File: config.mk
export PLATFORM = sky130hd
export DESIGN_NAME = escaped_substring_extractor
export DESIGN_NICKNAME = d
export VERILOG_FILES = /design/src/design/escs_pkg.sv /design/src/design/escs_cfg.sv /design/src/design/escs_parse.sv /design/src/design/escs_outq.sv /design/src/design/escaped_substring_extractor.sv
export SDC_FILE = /design/constraint.sdc
export NUM_CORES = 1
export LEC_CHECK = 0
export BUFFER_PORTS_ARGS = -buffer_cell sky130_fd_sc_hd__buf_2
export CAP_MARGIN = 30
export CORE_UTILIZATION = 36
export DETAILED_ROUTE_END_ITERATION = 7
export MAX_ROUTING_LAYER = met4
export PLACE_DENSITY_LB_ADDON = 0.05
export SYNTH_ARGS = -nofsm -noshare
export SYNTH_HDL_FRONTEND = slang
export SYNTH_HIERARCHICAL = 1
export SYNTH_SLANG_ARGS = --single-unit
File: constraint.sdc
create_clock -name clk -period 14.3 [get_ports clk]
set_clock_uncertainty 0.15 [all_clocks]
set_input_delay 0.715 -clock clk [delete_from_list [all_inputs] [get_ports clk]]
set_output_delay 0.715 -clock clk [all_outputs]
set_load 0.03 [all_outputs]
File: src/design/escs_pkg.sv
`timescale 1ns / 1ps
`default_nettype none
// ----------------------------------------------------------------------------
// escs_pkg
// Shared types and constants for the escaped substring extractor.
// ----------------------------------------------------------------------------
package escs_pkg;

    localparam int CAP_W            = 11;
    localparam int MAX_CAPACITY_DEF = 1024;
    localparam int QUEUE_DEPTH      = 4;
    localparam int ADDR_W           = 4;

    localparam logic [7:0]       SEP_RESET = 8'd44;
    localparam logic [7:0]       ALT_RESET = 8'd0;
    localparam logic [CAP_W-1:0] CAP_RESET = CAP_W'(1024);

    // register indexes (byte address / 4)
    localparam logic [1:0] REG_SEPARATOR = 2'd0;
    localparam logic [1:0] REG_ALTERNATE = 2'd1;
    localparam logic [1:0] REG_DECODE    = 2'd2;
    localparam logic [1:0] REG_CAPACITY  = 2'd3;

    localparam logic [7:0] CH_NUL    = 8'h00;
    localparam logic [7:0] CH_OPEN   = 8'h5B;
    localparam logic [7:0] CH_CLOSE  = 8'h5D;
    localparam logic [7:0] CH_BSL    = 8'h5C;
    localparam logic [7:0] CH_ZERO   = 8'h30;
    localparam logic [7:0] CH_SEVEN  = 8'h37;
    localparam logic [7:0] CH_T      = 8'h74;
    localparam logic [7:0] CH_B      = 8'h62;
    localparam logic [7:0] CH_R      = 8'h72;
    localparam logic [7:0] CH_N      = 8'h6E;
    localparam logic [7:0] CODE_TAB  = 8'd9;
    localparam logic [7:0] CODE_BS   = 8'd8;
    localparam logic [7:0] CODE_CR   = 8'd13;
    localparam logic [7:0] CODE_LF   = 8'd10;

    typedef enum logic [7:0] {
        PH_NORMAL     = 8'b0000_0001,
        PH_AFTER_OPEN = 8'b0000_0010,
        PH_GROUP      = 8'b0000_0100,
        PH_GROUP_BSL  = 8'b0000_1000,
        PH_RAW_ESC    = 8'b0001_0000,
        PH_ESC        = 8'b0010_0000,
        PH_OCT1       = 8'b0100_0000,
        PH_OCT2       = 8'b1000_0000
    } phase_t;

    typedef struct packed {
        logic [7:0]       sep;
        logic [7:0]       alt;
        logic             decode;
        logic [CAP_W-1:0] cap;
        logic             cap_load;
    } cfg_t;

    typedef struct packed {
        logic [7:0] out_byte;
        logic       byte_valid;
        logic       last;
        logic       stopped_at_separator;
        logic       terminator_written;
    } result_t;

    typedef struct packed {
        logic       push0;
        logic       push1;
        result_t    res0;
        result_t    res1;
    } push_t;

    function automatic logic [7:0] decode_letter(input logic [7:0] c);
        logic [7:0] r;
        begin
            r = c;
            if (c == CH_T)      r = CODE_TAB;
            else if (c == CH_B) r = CODE_BS;
            else if (c == CH_R) r = CODE_CR;
            else if (c == CH_N) r = CODE_LF;
            return r;
        end
    endfunction

endpackage
`default_nettype wire

File: src/design/escs_cfg.sv
`timescale 1ns / 1ps
`default_nettype none
// ----------------------------------------------------------------------------
// escs_cfg
// APB register file: separators, decode mode and buffer capacity.
// ----------------------------------------------------------------------------
module escs_cfg #(
    parameter int MAX_CAPACITY = escs_pkg::MAX_CAPACITY_DEF
) (
    input  wire logic                       clk,
    input  wire logic                       rst_n,
    input  wire logic                       psel,
    input  wire logic                       penable,
    input  wire logic                       pwrite,
    input  wire logic [escs_pkg::ADDR_W-1:0] paddr,
    input  wire logic [31:0]                pwdata,
    output logic      [31:0]                prdata,
    output escs_pkg::cfg_t                  cfg
);
    import escs_pkg::*;

    localparam int CAP_MAX_CODE = (1 << CAP_W) - 1;
    localparam int CAP_LIMIT    = (MAX_CAPACITY > CAP_MAX_CODE) ? CAP_MAX_CODE : MAX_CAPACITY;

    logic [7:0]       sep_reg;
    logic [7:0]       alt_reg;
    logic             decode_reg;
    logic [CAP_W-1:0] cap_reg;
    logic [CAP_W-1:0] cap_next;
    logic             wr_en;
    logic [1:0]       reg_idx;

    assign wr_en   = psel && penable && pwrite;
    assign reg_idx = paddr[3:2];

    // saturate capacity to the build limit
    always_comb
    begin
        if (pwdata[CAP_W-1:0] > CAP_W'(CAP_LIMIT))
            cap_next = CAP_W'(CAP_LIMIT);
        else
            cap_next = pwdata[CAP_W-1:0];
    end

    always_ff @(posedge clk or negedge rst_n)
    begin
        if (!rst_n)
        begin
            sep_reg    <= SEP_RESET;
            alt_reg    <= ALT_RESET;
            decode_reg <= 1'b0;
            cap_reg    <= (CAP_RESET > CAP_W'(CAP_LIMIT)) ? CAP_W'(CAP_LIMIT) : CAP_RESET;
        end
        else if (wr_en)
        begin
            case (reg_idx)
                REG_SEPARATOR: sep_reg    <= pwdata[7:0];
                REG_ALTERNATE: alt_reg    <= pwdata[7:0];
                REG_DECODE:    decode_reg <= pwdata[0];
                REG_CAPACITY:  cap_reg    <= cap_next;
                default:       ;
            endcase
        end
    end

    always_comb
    begin
        case (reg_idx)
            REG_SEPARATOR: prdata = {24'd0, sep_reg};
            REG_ALTERNATE: prdata = {24'd0, alt_reg};
            REG_DECODE:    prdata = {31'd0, decode_reg};
            REG_CAPACITY:  prdata = {{(32-CAP_W){1'b0}}, cap_reg};
            default:       prdata = 32'd0;
        endcase
    end

    always_comb
    begin
        cfg.sep      = sep_reg;
        cfg.alt      = alt_reg;
        cfg.decode   = decode_reg;
        cfg.cap      = (wr_en && reg_idx == REG_CAPACITY) ? cap_next : cap_reg;
        cfg.cap_load = wr_en && (reg_idx == REG_CAPACITY);
    end

endmodule
`default_nettype wire

File: src/design/escs_parse.sv
`timescale 1ns / 1ps
`default_nettype none
// ----------------------------------------------------------------------------
// escs_parse
// Field parser: one character per cycle while take is high, up to two results pushed.
// ----------------------------------------------------------------------------
module escs_parse #(
    parameter int MAX_CAPACITY = escs_pkg::MAX_CAPACITY_DEF
) (
    input  wire logic                      clk,
    input  wire logic                      rst_n,
    input  wire escs_pkg::cfg_t            cfg,
    input  wire logic                      take,
    input  wire logic [7:0]                in_char,
    output escs_pkg::push_t                push,
    output logic [escs_pkg::CAP_W-1:0]     room
);
    import escs_pkg::*;

    localparam int CAP_MAX_CODE = (1 << CAP_W) - 1;
    localparam int CAP_LIMIT    = (MAX_CAPACITY > CAP_MAX_CODE) ? CAP_MAX_CODE : MAX_CAPACITY;
    localparam logic [CAP_W-1:0] ROOM_RESET =
        (CAP_RESET > CAP_W'(CAP_LIMIT)) ? CAP_W'(CAP_LIMIT) : CAP_RESET;

    phase_t           phase_reg, phase_next;
    logic             bracket_reg, bracket_next;
    logic [7:0]       oct_reg, oct_next;
    logic [CAP_W-1:0] room_reg, room_next;

    logic             is_zero, is_sep, is_oct;
    logic [2:0]       digit;
    logic             emit0_req, emit1_req, end_req;
    logic [7:0]       emit0_byte, emit1_byte;
    logic             do_normal, do_body, do_group;
    logic             grant0, grant1;
    logic [CAP_W-1:0] room_mid, room_end;
    logic             gb_normal, gb_body;
    phase_t           ph_a;
    logic             br_a;

    assign is_zero = (in_char == CH_NUL);
    assign is_sep  = is_zero || (in_char == cfg.sep) || (in_char == cfg.alt);
    assign is_oct  = (in_char >= CH_ZERO) && (in_char <= CH_SEVEN);
    assign digit   = in_char[2:0];

    // first stage of the step: what the current phase does with the character
    always_comb
    begin
        ph_a       = phase_reg;
        br_a       = bracket_reg;
        oct_next   = oct_reg;
        emit0_req  = 1'b0;
        emit0_byte = in_char;
        end_req    = 1'b0;
        do_normal  = 1'b0;
        do_body    = 1'b0;
        do_group   = 1'b0;
        case (phase_reg)
            PH_AFTER_OPEN:
            begin
                if (is_zero) end_req = 1'b1;
                else
                begin
                    ph_a    = PH_NORMAL;
                    do_body = 1'b1;
                end
            end
            PH_GROUP: do_group = 1'b1;
            PH_GROUP_BSL:
            begin
                if (in_char == CH_CLOSE)
                begin
                    emit0_req = 1'b1;
                    ph_a      = PH_GROUP;
                end
                else do_group = 1'b1;
            end
            PH_RAW_ESC:
            begin
                if (is_zero) end_req = 1'b1;
                else
                begin
                    ph_a      = PH_NORMAL;
                    emit0_req = 1'b1;
                end
            end
            PH_ESC:
            begin
                if (is_zero) end_req = 1'b1;
                else if (is_oct)
                begin
                    oct_next = {5'd0, digit};
                    ph_a     = PH_OCT1;
                end
                else
                begin
                    ph_a       = PH_NORMAL;
                    emit0_req  = 1'b1;
                    emit0_byte = decode_letter(in_char);
                end
            end
            PH_OCT1, PH_OCT2:
            begin
                if (is_oct && phase_reg == PH_OCT1)
                begin
                    oct_next = {oct_reg[4:0], digit};
                    ph_a     = PH_OCT2;
                end
                else if (is_oct)
                begin
                    emit0_req  = 1'b1;
                    emit0_byte = {oct_reg[4:0], digit};
                    oct_next   = 8'd0;
                    ph_a       = PH_NORMAL;
                end
                else
                begin
                    // short escape: flush the value, then rescan the character
                    emit0_req  = 1'b1;
                    emit0_byte = oct_reg;
                    oct_next   = 8'd0;
                    ph_a       = PH_NORMAL;
                    do_normal  = 1'b1;
                end
            end
            default: do_normal = 1'b1;
        endcase
    end

    // second stage: normal scan, body and group handling
    always_comb
    begin
        phase_next   = ph_a;
        bracket_next = br_a;
        emit1_req    = 1'b0;
        emit1_byte   = in_char;
        gb_normal    = 1'b0;
        gb_body      = do_body;
        if (do_normal)
        begin
            if (is_sep) gb_normal = 1'b1;
            else if (in_char == CH_OPEN)
            begin
                bracket_next = 1'b1;
                if (!cfg.decode)
                begin
                    emit1_req  = 1'b1;
                    phase_next = PH_GROUP;
                end
                else phase_next = PH_AFTER_OPEN;
            end
            else gb_body = 1'b1;
        end
        if (gb_body)
        begin
            if (br_a && in_char == CH_CLOSE) bracket_next = 1'b0;
            else if (in_char == CH_BSL)
            begin
                if (cfg.decode) phase_next = PH_ESC;
                else
                begin
                    emit1_req  = 1'b1;
                    phase_next = PH_RAW_ESC;
                end
            end
            else emit1_req = 1'b1;
        end
        if (do_group && !is_zero)
        begin
            emit1_req = 1'b1;
            if (in_char == CH_CLOSE)
            begin
                bracket_next = 1'b0;
                phase_next   = PH_NORMAL;
            end
            else if (in_char == CH_BSL) phase_next = PH_GROUP_BSL;
            else phase_next = PH_GROUP;
        end
    end

    logic end_all;
    assign end_all = end_req || gb_normal || (do_group && is_zero);

    // room accounting: drop bytes once only the closing zero's slot is left
    always_comb
    begin
        grant0   = emit0_req && (room_reg > CAP_W'(1));
        room_mid = grant0 ? room_reg - CAP_W'(1) : room_reg;
        grant1   = emit1_req && (room_mid > CAP_W'(1));
        room_end = grant1 ? room_mid - CAP_W'(1) : room_mid;
    end

    result_t r_b0, r_b1, r_end;
    always_comb
    begin
        r_b0  = '{out_byte: emit0_byte, byte_valid: 1'b1, last: 1'b0,
                  stopped_at_separator: 1'b0, terminator_written: 1'b0};
        r_b1  = '{out_byte: emit1_byte, byte_valid: 1'b1, last: 1'b0,
                  stopped_at_separator: 1'b0, terminator_written: 1'b0};
        r_end = '{out_byte: 8'd0, byte_valid: 1'b0, last: 1'b1,
                  stopped_at_separator: !is_zero,
                  terminator_written: (room_end != '0)};
        push.res0  = grant0 ? r_b0 : (grant1 ? r_b1 : r_end);
        push.res1  = (grant0 && grant1) ? r_b1 : r_end;
        push.push0 = take && (grant0 || grant1 || end_all);
        push.push1 = take && (grant0 || grant1) && (end_all || (grant0 && grant1));
    end

    always_comb
    begin
        room_next = room_reg;
        if (cfg.cap_load)
            room_next = cfg.cap;
        else if (take)
            room_next = end_all ? cfg.cap : room_end;
    end

    always_ff @(posedge clk or negedge rst_n)
    begin
        if (!rst_n)
        begin
            phase_reg   <= PH_NORMAL;
            bracket_reg <= 1'b0;
            oct_reg     <= 8'd0;
            room_reg    <= ROOM_RESET;
        end
        else
        begin
            room_reg <= room_next;
            if (take)
            begin
                // field end returns all parse state to its start values
                phase_reg   <= end_all ? PH_NORMAL : phase_next;
                bracket_reg <= end_all ? 1'b0 : bracket_next;
                oct_reg     <= end_all ? 8'd0 : oct_next;
            end
        end
    end

    assign room = room_reg;

endmodule
`default_nettype wire

File: src/design/escs_outq.sv
`timescale 1ns / 1ps
`default_nettype none
// ----------------------------------------------------------------------------
// escs_outq
// Result queue: takes up to two results a cycle, hands out one.
// ----------------------------------------------------------------------------
module escs_outq (
    input  wire logic      clk,
    input  wire logic      rst_n,
    input  wire escs_pkg::push_t push,
    input  wire logic      pop,
    output logic           nonempty,
    output logic           room_two,
    output escs_pkg::result_t head,
    output logic [$clog2(escs_pkg::QUEUE_DEPTH):0] count
);
    import escs_pkg::*;

    localparam int PTR_W = $clog2(QUEUE_DEPTH);
    localparam int CNT_W = PTR_W + 1;

    result_t          entry_reg [QUEUE_DEPTH];
    logic [PTR_W-1:0] wptr_reg, wptr_next, rptr_reg;
    logic [CNT_W-1:0] cnt_reg, cnt_next;
    logic [1:0]       n_push;
    logic [PTR_W-1:0] wptr_plus1;

    assign n_push     = {1'b0, push.push0} + {1'b0, push.push1};
    assign wptr_plus1 = wptr_reg + PTR_W'(1);
    assign wptr_next  = wptr_reg + PTR_W'(n_push);
    assign cnt_next   = cnt_reg + CNT_W'(n_push) - CNT_W'(pop);

    always_ff @(posedge clk)
    begin
        if (push.push0) entry_reg[wptr_reg]   <= push.res0;
        if (push.push1) entry_reg[wptr_plus1] <= push.res1;
    end

    always_ff @(posedge clk or negedge rst_n)
    begin
        if (!rst_n)
        begin
            wptr_reg <= '0;
            rptr_reg <= '0;
            cnt_reg  <= '0;
        end
        else
        begin
            wptr_reg <= wptr_next;
            cnt_reg  <= cnt_next;
            if (pop) rptr_reg <= rptr_reg + PTR_W'(1);
        end
    end

    assign nonempty = (cnt_reg != '0);
    assign room_two = (cnt_reg <= CNT_W'(QUEUE_DEPTH - 2));
    assign head     = entry_reg[rptr_reg];
    assign count    = cnt_reg;

endmodule
`default_nettype wire

File: src/design/escaped_substring_extractor.sv
`timescale 1ns / 1ps
`default_nettype none
// ----------------------------------------------------------------------------
// escaped_substring_extractor
// Cuts a character stream into fields, handling brackets and escapes.
// ----------------------------------------------------------------------------
// Output: a result is written into the result queue when its item is taken.
// Throughput: one item per cycle; the four-entry result queue absorbs items
// that give two results and short output stalls, and the input stalls while
// fewer than two queue slots are free.
// Reset: registers return to their reset values, parse state to the start of
// a field, and the result queue empties; no clearing pass is needed.
// ----------------------------------------------------------------------------
module escaped_substring_extractor #(
    parameter int MAX_CAPACITY = escs_pkg::MAX_CAPACITY_DEF
) (
    input  wire logic                        clk,
    input  wire logic                        rst_n,
    // configuration port
    input  wire logic                        psel,
    input  wire logic                        penable,
    input  wire logic                        pwrite,
    input  wire logic [escs_pkg::ADDR_W-1:0] paddr,
    input  wire logic [31:0]                 pwdata,
    output logic      [31:0]                 prdata,
    output logic                             pready,
    // character input
    input  wire logic                        char_valid,
    output logic                             char_stall,
    input  wire logic [7:0]                  in_char,
    // result output
    output logic                             res_valid,
    input  wire logic                        res_stall,
    output logic [7:0]                       out_byte,
    output logic                             byte_valid,
    output logic                             last,
    output logic                             stopped_at_separator,
    output logic                             terminator_written
);
    import escs_pkg::*;

    cfg_t             cfg;
    push_t            push;
    result_t          head;
    logic             take, pop, nonempty, room_two;
    logic [CAP_W-1:0] room;
    logic [$clog2(QUEUE_DEPTH):0] q_count;

    assign pready = 1'b1;

    escs_cfg #(
        .MAX_CAPACITY(MAX_CAPACITY)
    ) u_cfg (
        .clk    (clk),
        .rst_n  (rst_n),
        .psel   (psel),
        .penable(penable),
        .pwrite (pwrite),
        .paddr  (paddr),
        .pwdata (pwdata),
        .prdata (prdata),
        .cfg    (cfg)
    );

    // Stall only on queue space, so an item is never taken without room for
    // both of its possible results.
    assign char_stall = !room_two;
    assign take       = char_valid && !char_stall;

    escs_parse #(
        .MAX_CAPACITY(MAX_CAPACITY)
    ) u_parse (
        .clk    (clk),
        .rst_n  (rst_n),
        .cfg    (cfg),
        .take   (take),
        .in_char(in_char),
        .push   (push),
        .room   (room)
    );

    // Hold the head result until the consumer takes it.
    assign pop = nonempty && !res_stall;

    escs_outq u_outq (
        .clk     (clk),
        .rst_n   (rst_n),
        .push    (push),
        .pop     (pop),
        .nonempty(nonempty),
        .room_two(room_two),
        .head    (head),
        .count   (q_count)
    );

    assign res_valid            = nonempty;
    assign out_byte             = head.out_byte;
    assign byte_valid           = head.byte_valid;
    assign last                 = head.last;
    assign stopped_at_separator = head.stopped_at_separator;
    assign terminator_written   = head.terminator_written;

    // queue never overfills
    a_queue_bound: assert property (@(posedge clk) disable iff (!rst_n)
        q_count <= ($clog2(QUEUE_DEPTH) + 1)'(QUEUE_DEPTH))
        else $error("result queue overflow");

    // a field end never carries a data byte
    a_last_no_byte: assert property (@(posedge clk) disable iff (!rst_n)
        (res_valid && last) |-> (!byte_valid && out_byte == 8'd0))
        else $error("field end carries a byte");

    // room never exceeds the configured capacity
    a_room_bound: assert property (@(posedge clk) disable iff (!rst_n)
        !cfg.cap_load |-> (room <= cfg.cap))
        else $error("room above capacity");

    // after a field end is pushed the room reloads from capacity
    a_room_reload: assert property (@(posedge clk) disable iff (!rst_n)
        (take && ((push.push0 && push.res0.last) || (push.push1 && push.res1.last))
         && !cfg.cap_load) |=> (room == $past(cfg.cap)))
        else $error("room not reloaded at field end");

endmodule
`default_nettype wire
==> reports/summary.txt <==
Place WS - 7.723 ns
Yosys top cell by area - edfxtp_1
DRT iter0 DRCs - 299
GP Congestion - 0.8894
Vias - 5863
Port Buffer Count - 52
register share of total power - 0.401
# IOs - 98
Comb power frac - 0.402
CP Capture Type - register
DRT Pass-1 Iters - 5
Clk pwr share - 0.197
max reg flops - 48
Post-Syn Area - 0.007685 mm²
Primary FF master, synth - dfrtp_1
share of cells above drive strength 1 - 0.2426
H-tree levels - 3
Max Freq - 0.1602 GHz
Distinct cells, synth - 89
post_cts resized - 0
Pwr Total - 1251 µW
final worst setup slack - 8.058 ns
crit-path max FO - 11
Nets - 835
Yosys top cell area share - 0.1876
Data required, critical path - 14.40 ns
Initial Util - 0.3667
Reg clk slew, reported paths - 0.08 ns
endpoints failing hold - 0
CTS tree - built
GRT Overall Usage - 0.2018
Tmin final - 6.242 ns
Leak - 0.003443 µW
DRT antenna net count - 0
Worst Setup Start Kind - register
syn_area_per_cell - 10.33 µm²
die width - 148.1 µm
initial antenna violation count - 0
critical path data arrival time - 6.34 ns
Detailed Route WL - 20850 µm
hpwl dp - 15250 µm
Worst-Skew Late Latency - 0.36 ns
top post-synthesis cells by area - edfxtp_1, dfrtp_1, mux2_2
vias per inst - 5.563
Inserted Clock Buffers - 9
Layout fillers - 2116
Period Utilization, post-route - 0.4365
register area share after synthesis - 0.3937
Post-synth ARST share - 0.5676
Area Overhead vs Synth - 8.548%
Rows - 53
die footprint - 0.02194 mm²
Final Slew Violations - 0
Setup Viol. Count Final - 0
Post-CTS Setup Inserts - 0
Core Area - 0.02096 mm²
Design Area, Final - 0.008342 mm²
sw power - 506.6 µW
hold_buf cts - 0
worst setup path class - reg2reg
vias in the first global route - 5880
Post-route DRC - 0
Worst-Margin Slew - 1.022 ns
GRT overflow - 0
CTS sink cnt - 111
max cap viols - 0
routed len/inst - 19.78 µm
Synth Register Bits - 111
pin count of the biggest net entering global routing - 64
status - complete, no violations
worst hold path class - reg2reg
Yosys warnings - 6
switching share of power - 0.4051
Internal Pwr Total - 744.0 µW
Final TNS setup - 0 ns
CTS Buffer Depth - 2
RSZ-0062 raised after global routing - no
DP Area - 0.008060 mm²
Relative slew margins - 0.3186
Root Buffer - clkbuf_16
Worst IR Drop VDD - 0.00006154 V
PwrDens - 149.9 mW/mm²
Post-synth EDFFs - 48
synthesized instance count - 744
Die Height - 148.1 µm
first-pass GRT wire length - 32720 µm
Antenna Diode Count - 0
-- cells in the final DEF, fill, tap and decap left out, types with 5 or more instances in the layout --
cell type	n
nand2_1	60
dfrtp_1	57
buf_2	52
nor2_1	51
mux2_2	49
edfxtp_1	48
o21ai_0	46
inv_1	38
xnor2_1	31
conb_1	22
a21oi_1	22
nand3_1	20
mux2i_1	19
mux2_4	17
mux4_2	13
and3_1	13
o41ai_1	11
clkbuf_16	9
buf_4	9
ha_1	9
nor4_1	9
nand4_1	9
xor2_1	8
nor3_1	8
o22ai_1	8
a31oi_1	7
and2_1	6
dfstp_2	6
nand2b_1	6
nor2b_1	6
o21a_1	6
or3_1	5
-- layout make-up --
type | instances | area (µm²) | share of cell area
Sequential cell | 111 | 3025 | 0.3627
Multi-Input combinational cell | 552 | 4217 | 0.5055
Clock buffer | 10 | 229.0 | 0.02745
Timing Repair Buffer | 61 | 327.8 | 0.03930
Clock inverter | 6 | 52.55 | 0.006300
Tap cell | 275 | 344.1 | 0.04125
Inverter | 39 | 146.4 | 0.01755
-- power groups by stage --
| stage | logic, µW | clock network (µW) | registers, µW |
|---|---|---|---|
| after global placement | 500 | 0 | 506 |
| after detailed placement | 504 | 0 | 510 |
| after floorplan | 430 | 0 | 453 |
| after global routing | 551 | 265 | 515 |
| after CTS | 506 | 256 | 503 |
| final | 503 | 247 | 501 |
-- layer usage --
metal	wire length, µm	track usage	vias up
li1	-	-	2773
met1	9107	0.2451	2911
met2	10540	0.3484	150
met3	688	0.02393	29
met4	514	0.06495	0
met5	0	-	-
-- critical path, cell delays in order, from the launching register on --
cell,delay (ns)
dfrtp_1,0.48
or4_4,0.62
a2111oi_4,0.48
o41ai_1,0.25
a31oi_1,0.40
xnor2_1,0.23
inv_1,0.08
ha_1,0.20
o21a_1,0.19
nand4_1,0.32
nand2_1,0.29
nand2_1,0.37
a21oi_1,0.11
nor2_1,0.44
ha_1,0.34
inv_1,0.06
ha_1,0.21
inv_1,0.05
ha_1,0.13
inv_1,0.05
fa_1,0.38
xor2_1,0.16
xnor2_1,0.13
-- logic make-up after synthesis --
family | share of synthesized area
XOR/XNOR | 0.04445
other | 0.0009772
flip-flops | 0.3937
adder cells (fa/ha/maj) | 0.01726
AND/OR/NAND/NOR | 0.1654
buffers and inverters | 0.06740
multiplexers | 0.1693
AO/OA/AOI/OAI | 0.1415
-- final timing paths --
path / from / to / slack, ns / cells past startpoint
worst max-delay path: u_parse/phase_reg[1] / u_outq/count[2] / 8.06 / 22
worst min-delay path: u_parse/oct_reg[5] / u_parse/oct_reg[5] / 0.35 / 2
worst max register to register: u_parse/phase_reg[1] / u_outq/count[2] / 8.06 / 22
worst min register to register: u_parse/oct_reg[5] / u_parse/oct_reg[5] / 0.35 / 2
max in group asynchronous: rst_n / u_parse/oct_reg[2] / 13.03 / 2
min in group asynchronous: rst_n / u_outq/rptr_reg[1] / 0.37 / 2
-- synth_stat cells (all sizes together), types with 5 or more instances --
master / number
xnor2: 31
nand4: 9
nor2: 51
a31oi: 7
edfxtp: 48
nand3: 22
nor2b: 7
and2: 6
buf: 39
inv: 39
o21a: 6
mux2i: 19
nand2: 60
or3: 5
clkbuf: 23
xor2: 8
o21ai: 51
and3: 13
mux2: 67
o22ai: 8
a21oi: 23
dfstp: 6
nand2b: 6
o41ai: 12
mux4: 13
nor4: 10
nor3: 11
dfrtp: 57
ha: 9
-- per-stage QoR --
| stage | util | cells | hold slack [ns] |
|---|---|---|---|
| finish | 0.3981 | 1054 | 0.3482 |
| floorplan | - | 764 | 0.2694 |
| global placement | 0.3843 | 1037 | 0.3221 |
| detailed placement | 0.3846 | 1038 | 0.3301 |
| CTS | 0.3981 | 1054 | 0.3475 |
| global route | 0.3981 | 1054 | 0.3708 |
No activity file was read; power rests on OpenSTA's default activity.
